File: src/rtl/smtf_pkg.sv
`default_nettype none

package smtf_pkg;

   // window and log geometry
   localparam int MEDIAN_DEPTH = 5;
   localparam int LOG_DEPTH    = 8;
   localparam int MED_IDX      = MEDIAN_DEPTH / 2;

   localparam int WP_W   = $clog2(MEDIAN_DEPTH);
   localparam int LP_W   = $clog2(LOG_DEPTH);
   localparam int RANK_W = $clog2(MEDIAN_DEPTH + 1);

   // field widths
   localparam int ECHO_W = 16;
   localparam int DIST_W = 15;
   localparam int DIFF_W = DIST_W + 1;

   // echo time to q.4 cm: (t * 1114) >> 12
   localparam int DIST_MUL   = 1114;
   localparam int MUL_W      = 11;
   localparam int DIST_SHIFT = 12;
   localparam int PROD_W     = ECHO_W + MUL_W;

   localparam logic [DIST_W-1:0] MAX_DIST_RESET = DIST_W'(6400);

   typedef enum logic [2:0] {
      ST_IDLE,
      ST_CONV,
      ST_LOAD,
      ST_RANK,
      ST_SCAN,
      ST_LIMIT,
      ST_TREND
   } state_type;

   typedef struct packed {
      logic                     lt;
      logic                     eq;
      logic signed [DIFF_W-1:0] diff;
   } cmp_res_type;

endpackage

`default_nettype wire

File: src/rtl/smtf_cmp.sv
`default_nettype none

module smtf_cmp
   import smtf_pkg::*;
(
   input  wire logic [DIST_W-1:0] op_a,
   input  wire logic [DIST_W-1:0] op_b,
   output cmp_res_type            res
);

   // shared compare/subtract unit, a against b
   always_comb begin
      res.lt   = (op_a < op_b);
      res.eq   = (op_a == op_b);
      res.diff = $signed({1'b0, op_a}) - $signed({1'b0, op_b});
   end

endmodule

`default_nettype wire

File: src/rtl/sonar_median_trend_filter.sv
// timing: request accept to result valid is set by the rank search
//   (1 to 5 candidates, each loaded then ranked against the window) plus the log scan,
//   and is longer while the previous result still waits on rsp_tready
// takes no new request until the result is registered; distance compares share one unit
// reset: synchronous active-high reset clears the window, the log, both
//   pointers, the state machine and the output valid; max_distance returns to 6400
`default_nettype none

module sonar_median_trend_filter
   import smtf_pkg::*;
(
   input  wire logic              clock,
   input  wire logic              reset,
   // request channel
   input  wire logic              req_tvalid,
   output logic                   req_tready,
   input  wire logic [15:0]       req_tdata,   // [15:0] echo_time_us
   // result channel
   output logic                   rsp_tvalid,
   input  wire logic              rsp_tready,
   output logic [31:0]            rsp_tdata,   // [14:0] distance_q4, [15] rising,
                                               // [16] falling, [31:17] rise_rate
   // configuration
   input  wire logic              csr_wr_en,
   input  wire logic [DIST_W-1:0] csr_wr_data  // max_distance
);

   localparam logic signed [DIFF_W-1:0] LOG_DEPTH_S = DIFF_W'(LOG_DEPTH);
   localparam logic [WP_W-1:0]          WIN_LAST    = WP_W'(MEDIAN_DEPTH - 1);
   localparam logic [LP_W-1:0]          LOG_LAST    = LP_W'(LOG_DEPTH - 1);

   // sequencer state
   state_type state_ff, state_in;

   // storage: sliding window and median history log
   logic [DIST_W-1:0] window_ff [MEDIAN_DEPTH];
   logic [DIST_W-1:0] log_ff    [LOG_DEPTH];
   logic              win_we;
   logic              log_we;

   logic [DIST_W-1:0] max_dist_ff;

   // control registers
   logic [WP_W-1:0]   wptr_ff, wptr_in;
   logic [LP_W-1:0]   lptr_ff, lptr_in;
   logic [WP_W-1:0]   cand_idx_ff, cand_idx_in;
   logic [WP_W-1:0]   scan_j_ff, scan_j_in;
   logic [RANK_W-1:0] rank_ff, rank_in;
   logic [LP_W-1:0]   log_k_ff, log_k_in;
   logic              rsp_valid_ff, rsp_valid_in;

   // payload registers
   logic [ECHO_W-1:0] echo_ff, echo_in;
   logic [DIST_W-1:0] cand_ff, cand_in;
   logic [DIST_W-1:0] med_ff, med_in;
   logic [DIST_W-1:0] oldest_ff, oldest_in;
   logic [DIST_W-1:0] prev_ff, prev_in;
   logic              rising_ff, rising_in;
   logic [DIST_W-1:0] dist_out_ff, dist_out_in;
   logic [31:0]       rsp_data_ff, rsp_data_in;

   // datapath
   logic [PROD_W-1:0]   product;
   logic [DIST_W-1:0]   dist_new;
   logic [WP_W-1:0]     win_addr;
   logic [DIST_W-1:0]   win_rd;
   logic [LP_W:0]       log_sum;
   logic [LP_W-1:0]     log_addr;
   logic [DIST_W-1:0]   log_rd;
   logic [DIST_W-1:0]   cmp_a;
   logic [DIST_W-1:0]   cmp_b;
   cmp_res_type         cmp_res;
   logic [RANK_W-1:0]   rank_next;
   logic signed [DIFF_W-1:0] rate_full;
   logic                rsp_free;

   // echo time to q.4 distance, one multiply
   assign product  = PROD_W'(echo_ff) * PROD_W'(DIST_MUL);
   assign dist_new = product[DIST_SHIFT +: DIST_W];

   // single read port on the window: candidate load or rank sweep
   assign win_addr = (state_ff == ST_LOAD) ? cand_idx_ff : scan_j_ff;
   assign win_rd   = window_ff[win_addr];

   // log read walks from the oldest entry
   assign log_sum  = {1'b0, lptr_ff} + {1'b0, log_k_ff};
   assign log_addr = (log_sum >= (LP_W+1)'(LOG_DEPTH)) ?
                     LP_W'(log_sum - (LP_W+1)'(LOG_DEPTH)) : log_sum[LP_W-1:0];
   assign log_rd   = log_ff[log_addr];

   // operand select for the shared compare unit
   always_comb begin
      case (state_ff)
         ST_RANK: begin
            cmp_a = win_rd;
            cmp_b = cand_ff;
         end
         ST_SCAN: begin
            cmp_a = prev_ff;
            cmp_b = log_rd;
         end
         ST_LIMIT: begin
            cmp_a = med_ff;
            cmp_b = max_dist_ff;
         end
         ST_TREND: begin
            cmp_a = med_ff;
            cmp_b = oldest_ff;
         end
         default: begin
            cmp_a = med_ff;
            cmp_b = oldest_ff;
         end
      endcase
   end

   smtf_cmp u_cmp (
      .op_a (cmp_a),
      .op_b (cmp_b),
      .res  (cmp_res)
   );

   // stable rank: smaller values, plus equal values at lower slots
   assign rank_next = rank_ff + RANK_W'(cmp_res.lt ||
                                        (cmp_res.eq && (scan_j_ff < cand_idx_ff)));

   // signed division truncates toward zero
   assign rate_full = cmp_res.diff / LOG_DEPTH_S;

   assign rsp_free  = !rsp_valid_ff || rsp_tready;

   // next state and datapath control
   always_comb begin
      state_in     = state_ff;
      wptr_in      = wptr_ff;
      lptr_in      = lptr_ff;
      cand_idx_in  = cand_idx_ff;
      scan_j_in    = scan_j_ff;
      rank_in      = rank_ff;
      log_k_in     = log_k_ff;
      rsp_valid_in = rsp_valid_ff;
      echo_in      = echo_ff;
      cand_in      = cand_ff;
      med_in       = med_ff;
      oldest_in    = oldest_ff;
      prev_in      = prev_ff;
      rising_in    = rising_ff;
      dist_out_in  = dist_out_ff;
      rsp_data_in  = rsp_data_ff;
      win_we       = 1'b0;
      log_we       = 1'b0;
      req_tready   = 1'b0;

      if (rsp_valid_ff && rsp_tready) begin
         rsp_valid_in = 1'b0;
      end

      case (state_ff)
         ST_IDLE: begin
            req_tready = 1'b1;
            if (req_tvalid) begin
               echo_in  = req_tdata[ECHO_W-1:0];
               state_in = ST_CONV;
            end
         end
         ST_CONV: begin
            // replace oldest window slot
            win_we      = 1'b1;
            wptr_in     = (wptr_ff == WIN_LAST) ? '0 : wptr_ff + WP_W'(1);
            cand_idx_in = '0;
            state_in    = ST_LOAD;
         end
         ST_LOAD: begin
            cand_in   = win_rd;
            scan_j_in = '0;
            rank_in   = '0;
            state_in  = ST_RANK;
         end
         ST_RANK: begin
            rank_in = rank_next;
            if (scan_j_ff == WIN_LAST) begin
               if (rank_next == RANK_W'(MED_IDX)) begin
                  // median found, append to log
                  med_in   = cand_ff;
                  log_we   = 1'b1;
                  lptr_in  = (lptr_ff == LOG_LAST) ? '0 : lptr_ff + LP_W'(1);
                  log_k_in = '0;
                  state_in = ST_SCAN;
               end else begin
                  cand_idx_in = cand_idx_ff + WP_W'(1);
                  state_in    = ST_LOAD;
               end
            end else begin
               scan_j_in = scan_j_ff + WP_W'(1);
            end
         end
         ST_SCAN: begin
            prev_in = log_rd;
            if (log_k_ff == '0) begin
               oldest_in = log_rd;
               rising_in = 1'b1;
            end else if (!cmp_res.lt) begin
               rising_in = 1'b0;
            end
            if (log_k_ff == LOG_LAST) begin
               state_in = ST_LIMIT;
            end else begin
               log_k_in = log_k_ff + LP_W'(1);
            end
         end
         ST_LIMIT: begin
            dist_out_in = cmp_res.lt ? med_ff : '0;
            state_in    = ST_TREND;
         end
         ST_TREND: begin
            // hold here until the output register is free
            if (rsp_free) begin
               rsp_valid_in = 1'b1;
               rsp_data_in  = {rate_full[DIST_W-1:0], cmp_res.lt, rising_ff, dist_out_ff};
               state_in     = ST_IDLE;
            end
         end
         default: begin
            state_in = ST_IDLE;
         end
      endcase
   end

   // control registers
   always_ff @(posedge clock) begin
      if (reset) begin
         state_ff     <= ST_IDLE;
         wptr_ff      <= '0;
         lptr_ff      <= '0;
         cand_idx_ff  <= '0;
         scan_j_ff    <= '0;
         rank_ff      <= '0;
         log_k_ff     <= '0;
         rsp_valid_ff <= 1'b0;
         max_dist_ff  <= MAX_DIST_RESET;
      end else begin
         state_ff     <= state_in;
         wptr_ff      <= wptr_in;
         lptr_ff      <= lptr_in;
         cand_idx_ff  <= cand_idx_in;
         scan_j_ff    <= scan_j_in;
         rank_ff      <= rank_in;
         log_k_ff     <= log_k_in;
         rsp_valid_ff <= rsp_valid_in;
         if (csr_wr_en) begin
            max_dist_ff <= csr_wr_data;
         end
      end
   end

   // payload registers
   always_ff @(posedge clock) begin
      echo_ff     <= echo_in;
      cand_ff     <= cand_in;
      med_ff      <= med_in;
      oldest_ff   <= oldest_in;
      prev_ff     <= prev_in;
      rising_ff   <= rising_in;
      dist_out_ff <= dist_out_in;
      rsp_data_ff <= rsp_data_in;
   end

   // window and log, cleared by reset
   always_ff @(posedge clock) begin
      if (reset) begin
         for (int i = 0; i < MEDIAN_DEPTH; i++) begin
            window_ff[i] <= '0;
         end
         for (int i = 0; i < LOG_DEPTH; i++) begin
            log_ff[i] <= '0;
         end
      end else begin
         if (win_we) begin
            window_ff[wptr_ff] <= dist_new;
         end
         if (log_we) begin
            log_ff[lptr_ff] <= cand_ff;
         end
      end
   end

   assign rsp_tvalid = rsp_valid_ff;
   assign rsp_tdata  = rsp_data_ff;

   // busy right after a request is taken
   a_busy_after_accept: assert property (@(posedge clock) disable iff (reset)
      (req_tvalid && req_tready) |=> !req_tready)
      else $error("request taken while busy");

   // a median must be found before the candidate list runs out
   a_rank_bound: assert property (@(posedge clock) disable iff (reset)
      (state_ff == ST_RANK) |-> (rank_ff < RANK_W'(MEDIAN_DEPTH)))
      else $error("rank count overflow");

   a_cand_bound: assert property (@(posedge clock) disable iff (reset)
      (state_ff == ST_LOAD) |-> (cand_idx_ff <= WIN_LAST))
      else $error("no median candidate left");

   // pointers stay inside their stores
   a_ptr_bound: assert property (@(posedge clock) disable iff (reset)
      (wptr_ff <= WIN_LAST) && (lptr_ff <= LOG_LAST))
      else $error("ring pointer out of range");

   // a result is only produced when the output register was free
   a_rsp_load: assert property (@(posedge clock) disable iff (reset)
      (state_ff == ST_TREND && !rsp_free) |=> (state_ff == ST_TREND))
      else $error("result dropped while output busy");

endmodule

`default_nettype wire

File: config.mk
export PLATFORM = sky130hd
export DESIGN_NAME = sonar_median_trend_filter
export DESIGN_NICKNAME = d
export VERILOG_FILES = /design/src/rtl/smtf_pkg.sv /design/src/rtl/smtf_cmp.sv /design/src/rtl/sonar_median_trend_filter.sv
export SDC_FILE = /design/constraint.sdc
export NUM_CORES = 1
export LEC_CHECK = 0
export BUFFER_PORTS_ARGS = -buffer_cell sky130_fd_sc_hd__buf_2
export CAP_MARGIN = 15
export CORE_ASPECT_RATIO = 0.9
export CORE_MARGIN = 2
export CORE_UTILIZATION = 37
export CTS_CLUSTER_DIAMETER = 80
export DETAILED_ROUTE_END_ITERATION = 8
export GPL_TIMING_DRIVEN = 1
export SETUP_SLACK_MARGIN = 0.02
export SLEW_MARGIN = 0
export SYNTH_ARGS = -nofsm -noshare
export SYNTH_HDL_FRONTEND = slang
export SYNTH_SLANG_ARGS = --single-unit
File: constraint.sdc
create_clock -name clock -period 19.45 [get_ports clock]
set_input_delay 3.89 -clock clock [delete_from_list [all_inputs] [get_ports clock]]
set_output_delay 3.89 -clock clock [all_outputs]
set_load 0.005 [all_outputs]
# After elaboration in Yosys (flattened, before gate mapping)
# Memory sizes are Yosys's and may differ from the RTL's.
# Cells that the tools add are included.
# totals
regBits	161
ram_bits	195
input_bits	36
out_inout_bits	34
wordCells	122
mem_count	2
# mem_list
memory	words	word_bits	rd	rd_ports_with_merged_regs	wr	line_no	rtl
log_ff	8	15	1	0	8	sonar_median_trend_filter.sv:37	logic [DIST_W-1:0] log_ff [LOG_DEPTH];
window_ff	5	15	1	0	5	sonar_median_trend_filter.sv:36	logic [DIST_W-1:0] window_ff [MEDIAN_DEPTH];
# op_classes
n_addsub	10
n_mul	1
magnitude_cmp	3
eq_ne	21
mux	45
bitwise	1
reduce_logical	22
# op_table
op	count
$mux W3	17
$pmux W15 S3	1
$mux W15	2
$pmux W15 S2	1
$reduce_or A15 Y1	2
$mul A16 B10 Y26 const B	1
$pmux W3 S2	4
$eq A3 B3 Y1 const B	7
$pmux W3 S7	1
$mux W1	19
$ne A2 B2 Y1 const B	8
$sub A15 B15 Y16	1
$add A15 B1 Y15	1
$add A3 B1 Y3 const B	5
$eq A15 B15 Y1	1
$lt A15 B15 Y1	1
$reduce_and A2 Y1	5
$eq A3 B2 Y1 const B	3
$reduce_and A4 Y1	2
$logic_not A3 Y1	2
$reduce_and A3 Y1	2
$reduce_bool A2 Y1	3
$add A3 B3 Y4	1
$ge A4 B4 Y1 const B	1
other kinds (10)	12

# Logic depth before layout (Yosys ltp)
# An unclocked memory read counts as a cell.
# depth
depth_word	18
depth_mapped	32
mapped_depth_nobuf	28

# By module
# From an unflattened synthesis, not the netlist that was laid out.
# hier_totals
cells_unflattened	1647
hier_area_um2	21107.7
# modules_own_cells
mod	instances	cells_per_inst	area_per_inst_um2	seq_area_each_um2
sonar_median_trend_filter	1	1516	20171.8	11671.2
smtf_cmp	1	131	935.9	0.0

# Worst setup path after synthesis
# OpenSTA, ideal clock, no wires.
# synth_path
path_kind	register to register
startpoint	reg lptr_ff[0]
endpoint	mem log_ff[4][0] (enable)
setup_time_ps	331
arrival_ps	6344
required_time_ps	19119
slack_ps	12776
stages_incl_launch_ff	31
path_buffers	3
period_less_slack_ps	6674
path_cell_list	dfxtp_1 ha_1 inv_1 fa_1 xor2_1 xnor2_1 clkbuf_1 mux4_2 mux2_2 mux2i_1 nand2_1 o221ai_1 ha_1 clkbuf_8 a21o_1 nor3_1 nand3_1 a221oi_1 a21oi_1 a21oi_1 clkbuf_1 a41o_1 ha_1 ha_1 xnor2_1 nand3b_1 nor2_1 nand3_1 or3_1 nor2_1 or2_2
# synth_rtl
element	line_no	rtl
start: declaration	sonar_median_trend_filter.sv:45	logic [LP_W-1:0] lptr_ff, lptr_in;
start signal: assignment	sonar_median_trend_filter.sv:244	lptr_ff <= lptr_in;
end: declaration	sonar_median_trend_filter.sv:37	

==> results.md <==
- Outcome: finished clean
- Post-cts sizing count: 0
- Final ANT Viol Nets: 0
- Final Cycle Share: 43.4%
- Number of flops mapped to enable cells by yosys: 364
- Avg WL per Cell: 20.9 um
- DRC viols: 0
- DP Wirelength: 32300 um
- Final Max Tran Viols: 0
- Cell Rows: 81
- Via total after detailed routing: 12013
- Post-Syn Instances: 1475
- Reg2Reg Depth: 26
- Layout cell share with drive strength beyond 1: 18.0%
- R2R Path End: log_ff[6][5]
- PwrDens: 117 nW/um^2
- Most instantiated cells after synthesis: edfxtp_1 (364), nor2_1 (152), and2_1 (140)
- Actual slew at the worst max-slew pin: 1.10 ns
- Critical Path End Type: flip-flop
- Setup TNS: 0 ns
- Mux cell area share after synthesis: 9.86%
- Post-Route Skew: 0.0207 ns
- CTS Buf Count: 43
- Starting Density: 37.3%
- Top-count cell post-synth: edfxtp_1
- Clk root buf: clkbuf_16
- CTS tree: yes
- Fmax: 118 MHz
- Die Y: 226 um
- Final-layout fill cell count: 4982
- Max-slew headroom: 26.6%
- Yosys reg bits: 401
- Final setup viols: 0
- Vias in the first global route: 12247
- Max-cap violations: 0
- WL final: 47700 um
- Synth Area in XOR/XNOR: 1.73%
- Arrival time at the worst endpoint: 8.66 ns
- DR pass1 iterations: 8
- CP Launch Point: state_ff[1]
- Post-CTS Hold Fix Bufs: 0
- Synth area leader: edfxtp_1
- Final Hold Fails: 0
- Total gr overflow: 0
- Peak supply drop: 0.000109 V
- Sequential area share after synthesis: 57.9%
- Synth warn: 0
- Synth cell types: 72
- Worst setup endpoint: log_ff[6][5]
- Adder-cell area share of the yosys netlist: 10.8%
- HP Start: rising_ff
- Worst skew pair latency: 0.57 ns
- CTS Sinks: 401
- Static leakage: 8.73 nW
- Worst-path maximum fanout: 30
- Top post-synthesis cells by area: edfxtp_1 (54%), ha_1 (7.3%), mux4_2 (6.7%)
- RSZ-0062 raised after global routing: false
- Critical path required time: 19.67 ns
- Die area: 56400 um^2
- Initial antenna violation count: 0
- Synthesized area: 20200 um^2
- Cells after DPL: 2205
- Min cycle time layout: 8.44 ns
- Placeable Area: 54100 um^2
- Largest family of logic cells by synthesized area: simple AND/OR/NAND/NOR gates
- Min-Delay Path Class: reg -> reg
- DRT iter0 DRCs: 910
- Clock Tree Buf Depth: 3
- I/O pin count: 70
- Placer Congestion: 0.887
- Final Non-Filler Cells: 2286
- Post-synthesis compound-gate area fraction: 4.91%
- First-pass GRT wire length: 73400 um
- Simple-Gate Fraction of Synth Area: 12.2%
- Fin nets: 1736
- Syn Nets: 1664
- CTS clock-pin slew for the worst setup and hold paths: 0.06 ns
- Async SR Flop Fraction: 0%
- # diodes: 0
- Syn_area_per_cell: 13.7 um^2
- Kind of critical path: reg -> reg
- Total track usage: 17.1%
- Synth top area share: 54.2%
- Area Overhead vs Synth: 13.0%
- Largest net degree at the start of global routing: 49
- Post-CTS setup buffer count: 0
- DIE WIDTH: 250 um
- H-tree depth: 2
- Worst setup SP type: flip-flop
- Prevailing post-synth register cell: edfxtp_1
- Port Buf Inserts: 69
- Via/cell ratio: 5.26
- Flop-to-flop setup slack: 11.01 ns
- RR Startpoint: state_ff[1]
-- routing by layer --
layer  track usage [%]  vias up  routed length, um
li1                  -     5531                  -
met1              22.8     6021              20900
met3              2.67       87               2680
met2              28.3      374              22500
met4              6.39        0               1590
met5                 0        -                  0
-- state kept, by name (all words and copies together) (netlist names), 15 cells and up --
| register | count |
|---|---|
| oldest_ff | 15 |
| echo_ff | 16 |
| dist_out_ff | 15 |
| rsp_tdata | 32 |
| med_ff | 15 |
| max_dist_ff | 15 |
| log_ff | 120 |
| cand_ff | 15 |
| prev_ff | 15 |
| window_ff | 120 |
-- layout by cell type (no fill, tap or decap), types with 6 or more instances in the layout --
cell	count
a21o_1	16
a21oi_1	42
a31oi_1	19
and2_1	140
buf_2	69
buf_4	18
clkbuf_1	8
clkbuf_16	45
clkinv_2	10
dfxtp_1	37
edfxtp_1	364
fa_1	35
ha_1	117
inv_1	75
mux2_2	30
mux2i_1	30
mux4_2	60
nand2_1	79
nand2b_1	19
nand3_1	12
nor2_1	150
nor2b_1	9
nor3_1	18
o21ai_0	14
o221ai_1	13
or2_2	11
or3_1	6
xnor2_1	20
xor2_1	17
-- through the flow --
step | hold slack (ns) | power (mW) | cell area (um^2) | setup slack (ns) | utilization [%]
after floorplan | 0.400 | 1.62 | 20200 | 12.78 | -
after global placement | 0.406 | 1.84 | 21300 | 10.54 | 39.4
after detailed placement | 0.405 | 1.86 | 21300 | 10.37 | 39.4
after CTS | 0.421 | 2.70 | 22800 | 10.33 | 42.1
after global routing | 0.427 | 2.83 | 22800 | 10.33 | 42.1
final | 0.421 | 2.67 | 22800 | 11.01 | 42.1
-- worst max-delay path, stage by stage, from the launching register on --
cell      delay (ns)
dfxtp_1         0.56
nor3b_4         0.26
buf_4           0.35
nor2_1          0.12
a21oi_4         0.11
buf_4           0.52
mux4_2          0.58
mux2_2          0.29
nor2_1          0.20
a31oi_1         0.09
ha_1            0.44
o21ai_0         0.14
a21oi_1         0.15
o211a_1         0.22
a221oi_1        0.39
a21oi_1         0.17
a21oi_1         0.26
a41o_1          0.15
ha_1            0.14
ha_1            0.20
xnor2_1         0.13
nand3b_1        0.15
nor2_1          0.20
nand3_1         0.36
or3_1           0.52
nor2_1          0.82
or2_2           0.53
-- worst min path at each step --
stage | to | slack (ns) | depth (start not counted)
2_1_floorplan | rsp_tdata[0] | 0.40 | 0
3_3_place_gp | rsp_tdata[14] | 0.41 | 0
3_5_place_dp | rsp_tdata[3] | 0.40 | 0
4_1_cts | rsp_tdata[3] | 0.42 | 0
5_1_grt | rsp_tdata[13] | 0.43 | 0
6_report | rsp_tdata[15] | 0.42 | 0
-- power by group --
part	leakage, nW	switching [mW]	internal, mW
Combinational	4.17	0.499	0.251
Clock	0.703	0.345	0.492
Sequential	3.85	0.0333	1.05
-- logic make-up (layout without fill, tap and decap cells) --
group / after synthesis / in the layout
AND/OR/NAND/NOR: 478 / 478
flip-flops: 401 / 401
adder cells (fa/ha/maj): 153 / 153
AO/OA/AOI/OAI: 147 / 147
buffers and inverters: 137 / 243
multiplexers: 120 / 120
XOR/XNOR: 39 / 39
-- area by class of cell --
class / instances / area, um^2 / area share (%)
timing repair buffer: 88 / 500 / 2.20
multi-input combinational: 937 / 8020 / 35.2
sequential: 401 / 11700 / 51.2
tap: 705 / 882 / 3.87
clock inverter: 26 / 284 / 1.25
inverter: 76 / 285 / 1.25
clock buffer: 53 / 1160 / 5.07
(Power assumes the default switching activity.)
